$ cat src/design/eilc_pkg.sv
package eilc_pkg;

    // Fixed widths of the payload fields
    localparam int FIELD_W   = 16;
    localparam int IRQ_W     = 7;
    localparam int CMD_W     = 2;
    localparam int CFG_IDX_W = 2;

    localparam int LINE_COUNT_DEFAULT = 16;

    // IRQ grouping: lines below SINGLE_LINES each drive their own output,
    // then one output for lines GROUP_A_LO..GROUP_A_HI, one for the rest
    localparam int SINGLE_LINES = 5;
    localparam int GROUP_A_LO   = 5;
    localparam int GROUP_A_HI   = 9;
    localparam int GROUP_B_LO   = 10;
    localparam int GROUP_B_HI   = 15;
    localparam int IRQ_GROUP_A  = 5;
    localparam int IRQ_GROUP_B  = 6;

    typedef enum logic [CMD_W-1:0] {
        CMD_SAMPLE  = 2'd0,
        CMD_TRIGGER = 2'd1,
        CMD_CLEAR   = 2'd2,
        CMD_READ    = 2'd3
    } t_command;

    typedef enum logic [CFG_IDX_W-1:0] {
        REG_RISING_ENABLE    = 2'd0,
        REG_FALLING_ENABLE   = 2'd1,
        REG_INTERRUPT_ENABLE = 2'd2,
        REG_UNUSED           = 2'd3
    } t_reg_index;

    typedef struct packed {
        logic [FIELD_W-1:0] pending_lines;
        logic [IRQ_W-1:0]   irq_outputs;
    } t_result;

endpackage

$ cat src/design/eilc_lines.sv
module eilc_lines #(
    parameter int LINE_COUNT = eilc_pkg::LINE_COUNT_DEFAULT
) (
    input  logic                              i_clk,
    input  logic                              i_rst_n,
    input  logic                              i_cfg_wr_en,
    input  logic [eilc_pkg::CFG_IDX_W-1:0]    i_cfg_index,
    input  logic [eilc_pkg::FIELD_W-1:0]      i_cfg_data,
    input  logic                              i_fire,
    input  eilc_pkg::t_command                i_command,
    input  logic [eilc_pkg::FIELD_W-1:0]      i_pin_levels,
    input  logic [eilc_pkg::FIELD_W-1:0]      i_line_mask,
    output eilc_pkg::t_result                 o_result
);

    // Inputs are 16 bits wide, so no line above that can ever become pending
    localparam int ACTIVE_LINES =
        (LINE_COUNT < eilc_pkg::FIELD_W) ? LINE_COUNT : eilc_pkg::FIELD_W;

    logic [ACTIVE_LINES-1:0] r_rise_en, r_fall_en, r_irq_en;
    logic [ACTIVE_LINES-1:0] r_prev, r_pend, r_swreq;
    logic [ACTIVE_LINES-1:0] n_prev, n_pend, n_swreq;
    logic [ACTIVE_LINES-1:0] pins, sel, act;
    logic [eilc_pkg::FIELD_W-1:0] act_ext;
    eilc_pkg::t_reg_index cfg_idx;

    assign pins    = i_pin_levels[ACTIVE_LINES-1:0];
    assign sel     = i_line_mask[ACTIVE_LINES-1:0];
    assign cfg_idx = eilc_pkg::t_reg_index'(i_cfg_index);

    always_comb begin
        n_prev  = r_prev;
        n_pend  = r_pend;
        n_swreq = r_swreq;
        unique case (i_command)
            eilc_pkg::CMD_SAMPLE: begin
                n_pend = r_pend | (pins & ~r_prev & r_rise_en)
                                | (~pins & r_prev & r_fall_en);
                n_prev = pins;
            end
            eilc_pkg::CMD_TRIGGER: begin
                n_pend  = r_pend | sel;
                n_swreq = r_swreq | sel;
            end
            eilc_pkg::CMD_CLEAR: begin
                n_pend  = r_pend & ~sel;
                n_swreq = r_swreq & ~sel;
            end
            eilc_pkg::CMD_READ: begin
            end
            default: begin
            end
        endcase
    end

    // The enable mask gates the IRQ only, never the pending bit
    assign act     = n_pend & r_irq_en;
    assign act_ext = eilc_pkg::FIELD_W'(act);

    always_comb begin
        o_result.pending_lines = eilc_pkg::FIELD_W'(n_pend);
        o_result.irq_outputs   = '0;
        o_result.irq_outputs[eilc_pkg::SINGLE_LINES-1:0] =
            act_ext[eilc_pkg::SINGLE_LINES-1:0];
        o_result.irq_outputs[eilc_pkg::IRQ_GROUP_A] =
            |act_ext[eilc_pkg::GROUP_A_HI:eilc_pkg::GROUP_A_LO];
        o_result.irq_outputs[eilc_pkg::IRQ_GROUP_B] =
            |act_ext[eilc_pkg::GROUP_B_HI:eilc_pkg::GROUP_B_LO];
    end

    always_ff @(posedge i_clk) begin
        if (!i_rst_n) begin
            r_rise_en <= '0;
            r_fall_en <= '0;
            r_irq_en  <= '0;
            r_prev    <= '0;
            r_pend    <= '0;
            r_swreq   <= '0;
        end else begin
            if (i_cfg_wr_en) begin
                unique case (cfg_idx)
                    eilc_pkg::REG_RISING_ENABLE:    r_rise_en <= i_cfg_data[ACTIVE_LINES-1:0];
                    eilc_pkg::REG_FALLING_ENABLE:   r_fall_en <= i_cfg_data[ACTIVE_LINES-1:0];
                    eilc_pkg::REG_INTERRUPT_ENABLE: r_irq_en  <= i_cfg_data[ACTIVE_LINES-1:0];
                    default: begin
                    end
                endcase
            end
            if (i_fire) begin
                r_prev  <= n_prev;
                r_pend  <= n_pend;
                r_swreq <= n_swreq;
            end
        end
    end

endmodule

$ cat src/design/external_interrupt_line_controller_unit.sv
// Each result word is registered in the output slot, or in the skid slot while output is stalled.
// Throughput: one word per cycle while the skid slot is empty; the line state update is
// a single pass of gate logic between the state registers, and a two-deep output buffer
// keeps input ready high until a stalled output leaves a word waiting in the skid slot.
// Reset (synchronous, active low) clears the enable masks, previous levels,
// pending and software-request bits, and empties the output buffer.
module external_interrupt_line_controller_unit #(
    parameter int LINE_COUNT = eilc_pkg::LINE_COUNT_DEFAULT
) (
    input  logic                              i_clk,
    input  logic                              i_rst_n,
    input  logic                              i_cfg_wr_en,
    input  logic [eilc_pkg::CFG_IDX_W-1:0]    i_cfg_index,
    input  logic [eilc_pkg::FIELD_W-1:0]      i_cfg_data,
    input  logic                              i_valid,
    output logic                              o_ready,
    input  logic [eilc_pkg::CMD_W-1:0]        i_command,
    input  logic [eilc_pkg::FIELD_W-1:0]      i_pin_levels,
    input  logic [eilc_pkg::FIELD_W-1:0]      i_line_mask,
    output logic                              o_valid,
    input  logic                              i_ready,
    output logic [eilc_pkg::FIELD_W-1:0]      o_pending_lines,
    output logic [eilc_pkg::IRQ_W-1:0]        o_irq_outputs
);

    logic              in_fire;
    eilc_pkg::t_result result;
    eilc_pkg::t_result r_out, r_skid;
    logic              r_out_valid, r_skid_valid;

    assign o_ready = !r_skid_valid;
    assign in_fire = i_valid && o_ready;

    eilc_lines #(
        .LINE_COUNT (LINE_COUNT)
    ) u_lines (
        .i_clk        (i_clk),
        .i_rst_n      (i_rst_n),
        .i_cfg_wr_en  (i_cfg_wr_en),
        .i_cfg_index  (i_cfg_index),
        .i_cfg_data   (i_cfg_data),
        .i_fire       (in_fire),
        .i_command    (eilc_pkg::t_command'(i_command)),
        .i_pin_levels (i_pin_levels),
        .i_line_mask  (i_line_mask),
        .o_result     (result)
    );

    always_ff @(posedge i_clk) begin
        if (!i_rst_n) begin
            r_out_valid  <= 1'b0;
            r_skid_valid <= 1'b0;
        end else if (!r_out_valid || i_ready) begin
            // output slot free: drain the skid word first, else take the new word
            if (r_skid_valid) begin
                r_out_valid  <= 1'b1;
                r_skid_valid <= 1'b0;
            end else begin
                r_out_valid <= in_fire;
            end
        end else if (in_fire) begin
            r_skid_valid <= 1'b1;
        end
    end

    always_ff @(posedge i_clk) begin
        if (!r_out_valid || i_ready) begin
            r_out <= r_skid_valid ? r_skid : result;
        end else if (in_fire) begin
            r_skid <= result;
        end
    end

    assign o_valid         = r_out_valid;
    assign o_pending_lines = r_out.pending_lines;
    assign o_irq_outputs   = r_out.irq_outputs;

endmodule
$ cat config.mk
export PLATFORM = sky130hd
export DESIGN_NAME = external_interrupt_line_controller_unit
export DESIGN_NICKNAME = d
export VERILOG_FILES = /design/src/design/eilc_pkg.sv /design/src/design/eilc_lines.sv /design/src/design/external_interrupt_line_controller_unit.sv
export SDC_FILE = /design/constraint.sdc
export NUM_CORES = 1
export LEC_CHECK = 0
export ABC_AREA = 1
export BUFFER_PORTS_ARGS = -buffer_cell sky130_fd_sc_hd__buf_2
export CAP_MARGIN = 25
export CORE_MARGIN = 4
export CORE_UTILIZATION = 45
export CTS_BUF_LIST = sky130_fd_sc_hd__clkbuf_8 sky130_fd_sc_hd__clkbuf_16
export DETAILED_ROUTE_END_ITERATION = 6
export PLACE_DENSITY = 0.73
export SLEW_MARGIN = 25
export SYNTH_ARGS = -nofsm -noshare
export SYNTH_HDL_FRONTEND = slang
export SYNTH_SLANG_ARGS = --single-unit
$ cat constraint.sdc
create_clock -name i_clk -period 6.4 [get_ports i_clk]
set_input_delay 0.64 -clock i_clk [delete_from_list [all_inputs] [get_ports i_clk]]
set_output_delay 0.64 -clock i_clk [all_outputs]
set_load 0.02 [all_outputs]
* After elaboration in Yosys (flattened, before gate mapping) *
Cells that the tools add are included.
W data, S select, Z words.

storage, ports and cells
  register bits = 128
  bits of input ports = 57
  output and inout bits = 25
  logic and storage cells = 46

cells by class
  equality and inequality tests = 4
  multiplexer cells = 3
  bitwise operators = 14
  reductions and logical operators = 14

operator list
  operator              count
  $and A16 B16 Y16      6
  $not A16 Y16          3
  $or A16 B16 Y16       3
  $pmux W16 S3          1
  $mux W23              1
  $reduce_and A2 Y1     5
  $reduce_or A6 Y1      1
  $reduce_or A5 Y1      1
  $eq A2 B1 Y1 const B  2
  $eq A2 B2 Y1 const B  2
  $logic_not A2 Y1      2
  $logic_not A1 Y1      2
  $not A1 Y1            2
  $reduce_or A2 Y1      1
  $logic_and A1 B1 Y1   1
  $logic_or A1 B1 Y1    1
  $mux W1               1

* Logic depth before layout (Yosys ltp) *
  word-level depth = 9
  depth in mapped cells = 11
  mapped depth without buffers = 11

* Cells and area by module *
From an unflattened synthesis, not the netlist that was laid out.

second synthesis, totals
  cells, all modules = 690
  area total of the unflattened synthesis = 5487.8 um^2

modules (own cells, without submodules)
  module                                   times used  cells each  area an instance (um^2)  seq. area each (um^2)
  eilc_lines                               1           557         3687.3                   1601.5
  external_interrupt_line_controller_unit  1           133         1800.5                   1421.4

* Worst setup path before layout *
Ideal clock, no wire load.

  path type = input -> register
  from = input i_ready
  to = register r_skid[0] (netlist name), enable pin
  setup time = 403 ps
  data arrival time = 2146 ps
  required time = 5997 ps
  path slack = 3852 ps
  cell stages on the path = 3
  path buffers = 0
  cell sequence = nor2_1 > inv_1 > nor2_1

on the way
  cells in the longest elaborated chain, start to end = 3

ends and longest elaborated chain
  what                         RTL line                                       RTL
  start: declaration           external_interrupt_line_controller_unit.sv:21  input logic i_ready,
  $logic_or A1 B1 Y1           external_interrupt_line_controller_unit.sv:67  if (!r_out_valid || i_ready) begin
  $not A1 Y1 (no line)         -
  $reduce_and A2 Y1 (no line)  -
  end signal: assignment       external_interrupt_line_controller_unit.sv:70  r_skid <= result;
  end: declaration             external_interrupt_line_controller_unit.sv:28  eilc_pkg::t_result r_out, r_skid;

Every way passes these cells.
A chain may end at the register's enable or synchronous reset.

* Worst setup path after layout *
  from = register r_skid_valid
  to = output o_ready

on the way
  cells in the longest elaborated chain, start to end = 1

ends and longest elaborated chain
  what                      RTL line                                       RTL
  start: declaration        external_interrupt_line_controller_unit.sv:29  logic r_out_valid, r_skid_valid;
  start signal: assignment  external_interrupt_line_controller_unit.sv:52  r_skid_valid <= 1'b0;
  start signal: assignment  external_interrupt_line_controller_unit.sv:57  r_skid_valid <= 1'b0;
  start signal: assignment  external_interrupt_line_controller_unit.sv:62  r_skid_valid <= 1'b1;
  $logic_not A1 Y1          external_interrupt_line_controller_unit.sv:31  assign o_ready = !r_skid_valid;
  end: declaration          external_interrupt_line_controller_unit.sv:16  output logic o_ready,

Every way passes these cells.

==> run summary <==
• post-synth top area cell: sky130_fd_sc_hd__dfxtp_1
• CTS max path bufs: 2
• count of antenna-violating nets left after detailed routing: 0
• global-route total usage across every layer: 18.53%
• PwrDens: 316.5 nW/µm²
• worst path buffer plus inverter count: 2
• share of the synthesized area in the top cell type: 30.00%
• pin count of the biggest net entering global routing: 66
• hold-fix buffers at CTS: 0
• clock skew: 6.524 ps
• global-route congestion overflow total: 0
• share of cells above drive strength 1: 16.07%
• mean instance size in the synthesized netlist: 7.861 µm²
• run status: completed
• root buffer cell: sky130_fd_sc_hd__clkbuf_16
• R2R Path Start: r_skid_valid
• ant diodes: 0
• DRC violation count after routing: 0
• Post-CTS Repair Setup Buffers: 0
• destination of the worst register-to-register timing path: r_skid[19]
• vias in the first global route: 4176
• worst rel slew slack: 34.48%
• number of cells on the critical path: 2
• area of the core region: 11960 µm²
• critical path's slowest cell: sky130_fd_sc_hd__dfxtp_1
• critical-path cell list: inv_1, buf_2
• die height: 118.3 µm
• full die area: 13990 µm²
• insertion delay of the later-clocked pin in the worst-skew pair: 410 ps
• I/O pins: 82
• final HPWL from detailed placement: 8618 µm
• worst hold path type: reg2reg
• CP Launch Type: flip-flop
• Total Nets Final: 828
• antenna violations before repair: 1
• Post-Place Worst Slack: 3843 ps
• number of CTS-inserted buffers: 17
• number of H-tree branching levels: 4
• slack of the worst reg-to-reg path: 4000 ps
• Crit path arrival time: 2260 ps
• ys async rst share: 0%
• global-route wire length before repair: 20910 µm
• max cap viols: 0
• Fin Setup TNS: 0 ps
• minimum clock period after layout: 2896 ps
• Critical Path RT: 5760 ps
• synthesized net count: 753
• startpoint of the worst hold path: u_lines.r_prev[6]
• Horiz. Die Dim: 118.3 µm
• clock tree from TritonCTS: done
• distinct cell type count after synthesis: 25
• capture endpoint of the worst hold path: u_lines.r_prev[6]
• Period Utilization, post-route: 45.25%
• cell family contributing the most delay on the critical path: flip-flops
• Final Wtd Congestion: 0.8008
• worst r2r path cells: 4
• Placement Rows: 40
• violation count after the first detailed-route iteration: 385
• type of destination of the critical path: primary output
• vias per cell: 4.980
• Synthesis Warnings: 0
• PostCTS Resize Cnt: 0
• Wirelength per Cell: 13.62 µm
• post-synthesis cell area: 5471 µm²
• number of vias after detailed routing: 4636
• RSZ-0062 raised after global routing: no
• Tightest Pin Transition: 980.4 ps
• final-report max-slew violation count: 0
• effective utilization at floorplan: 45.74%
• total number of clock tree sinks: 128
• worst setup path category: reg2out
• crit path setup slack, layout: 3504 ps
• Clock transition at path regs: 60 ps
• peak supply drop: 173.2 µV
• number of instances in the synthesized netlist: 696
• leakage component of the power: 3.068 nW
• sequential-to-total area share from yosys stat: 55.25%
• number of enable flip-flop cells after synthesis: 46
• count of final setup violators: 0
• largest cells by area after synthesis: sky130_fd_sc_hd__dfxtp_1 30%, sky130_fd_sc_hd__edfxtp_1 25%, sky130_fd_sc_hd__nand2_1 9.2%
• Port-buffer cells: 81
• predominant post-synthesis flop cell: sky130_fd_sc_hd__dfxtp_1
• Fmax achieved: 0.3453 GHz
• number of synthesized register bits: 128
• maximum net fanout on the critical path: 31
• slowest stage delay, CP: 960 ps
• signed area change from the synthesized netlist to the final layout: 19.99%
• total count of hold-check failures in the final report: 0
• wire length after detailed routing: 12680 µm
• first-pass iteration count of the detailed router: 5
• Hold Crit Depth: 2
[logic make-up (layout without fill, tap and decap cells)]
| family | count (synthesis) | count (layout) | synth area share [%] |
|---|---|---|---|
| AOI/OAI and AO/OA | 140 | 140 | 12.92 |
| buffers and inverters | 105 | 193 | 7.638 |
| and+or+nand+nor | 323 | 323 | 24.19 |
| DFF | 128 | 128 | 55.25 |
[Yosys cell counts, types with 2 or more instances]
| library cell | number |
|---|---|
| sky130_fd_sc_hd__nand3_1 | 52 |
| sky130_fd_sc_hd__clkbuf_1 | 22 |
| sky130_fd_sc_hd__o21ai_1 | 6 |
| sky130_fd_sc_hd__dfxtp_1 | 82 |
| sky130_fd_sc_hd__nor2_2 | 2 |
| sky130_fd_sc_hd__edfxtp_1 | 46 |
| sky130_fd_sc_hd__a21oi_1 | 32 |
| sky130_fd_sc_hd__nand2_1 | 134 |
| sky130_fd_sc_hd__inv_1 | 73 |
| sky130_fd_sc_hd__buf_2 | 3 |
| sky130_fd_sc_hd__nand2_2 | 2 |
| sky130_fd_sc_hd__buf_6 | 2 |
| sky130_fd_sc_hd__nor2_1 | 122 |
| sky130_fd_sc_hd__o21ai_0 | 99 |
| sky130_fd_sc_hd__nand3b_1 | 4 |
| sky130_fd_sc_hd__or2_2 | 5 |
| sky130_fd_sc_hd__inv_2 | 2 |
[registers in the layout (all words and copies together), names as in the netlist]
| register | count |
|---|---|
| r_skid | 23 |
| u_lines.r_irq_en | 16 |
| u_lines.r_rise_en | 16 |
| r_skid_valid | 1 |
| o_valid | 1 |
| u_lines.r_pend | 16 |
| u_lines.r_prev | 16 |
| o_pending_lines | 16 |
| o_irq_outputs | 7 |
| u_lines.r_fall_en | 16 |
[final cells by class]
| class | instances | area (µm²) |
|---|---|---|
| clock buffers | 27 | 585.6 |
| flip-flops and latches | 128 | 3023 |
| inverters | 76 | 285.3 |
| well taps | 147 | 183.9 |
| fillers | 1087 | 5396 |
| repair buffers | 85 | 435.4 |
| multi-input cells | 463 | 2031 |
| clock inverters | 5 | 21.27 |
[stage by stage]
stage          instances  utilization (%)  total power, mW  instance area, µm²  hold WS [ps]
2_1_floorplan        696                -            1.072                5472         443.5
3_3_place_gp         899            49.81            1.144                5958         456.9
3_5_place_dp         899            49.81            1.148                5958         457.9
4_1_cts              931            54.88            2.086                6565         466.4
5_1_grt              931            54.88            2.159                6565         495.0
6_report             931            54.88            2.078                6565         463.9
[metal layers]
| metal | GRT usage (%) | part of all wire [%] | wire, µm | vias to the layer above |
|---|---|---|---|---|
| met5 | 0 | 0.055 | 7 | - |
| met4 | 6.813 | 1.6 | 208 | 2 |
| met3 | 4.163 | 7.0 | 887 | 17 |
| met2 | 28.19 | 44 | 5590 | 149 |
| met1 | 25.90 | 47 | 5990 | 2062 |
| li1 | - | - | - | 2406 |
[worst max path at each step]
stage	start	slack, ps	endpoint
2_1_floorplan	i_ready	3850	r_skid[0]
3_3_place_gp	i_rst_n	3840	u_lines.r_pend[12]
3_5_place_dp	i_rst_n	3840	u_lines.r_pend[14]
4_1_cts	r_skid_valid	3480	o_ready
5_1_grt	r_skid_valid	3290	o_ready
6_report	r_skid_valid	3500	o_ready
[cell usage in the layout (no fill, tap or decap), types with 2 or more instances in the layout]
master / count
sky130_fd_sc_hd__edfxtp_1: 46
sky130_fd_sc_hd__o21ai_0: 99
sky130_fd_sc_hd__clkbuf_16: 19
sky130_fd_sc_hd__buf_2: 81
sky130_fd_sc_hd__nand3_1: 52
sky130_fd_sc_hd__a21oi_1: 32
sky130_fd_sc_hd__o21ai_1: 6
sky130_fd_sc_hd__nor2_1: 122
sky130_fd_sc_hd__nand3b_1: 4
sky130_fd_sc_hd__inv_1: 76
sky130_fd_sc_hd__or2_2: 5
sky130_fd_sc_hd__dfxtp_1: 82
sky130_fd_sc_hd__nand2_1: 134
sky130_fd_sc_hd__nand2_2: 2
sky130_fd_sc_hd__buf_4: 4
sky130_fd_sc_hd__clkbuf_8: 8
sky130_fd_sc_hd__nor2_2: 2
sky130_fd_sc_hd__inv_2: 2
sky130_fd_sc_hd__clkinv_2: 2
[report_power, final]
part           switching [mW]  internal [mW]  leakage, nW  total (mW)
Combinational           0.141         0.0689         1.61       0.210
Clock                   0.325          0.619        0.315       0.944
Sequential             0.0217          0.902         1.15       0.924
Total                   0.487           1.59         3.07        2.08
[worst reg2reg max path, stage by stage (launching register included)]
cell and delay, ps:
sky130_fd_sc_hd__dfxtp_1 960, sky130_fd_sc_hd__nor2_1 160, sky130_fd_sc_hd__inv_1 660, sky130_fd_sc_hd__nor2_1 80, sky130_fd_sc_hd__buf_4 260
No activity file was read; power rests on OpenSTA's default activity.
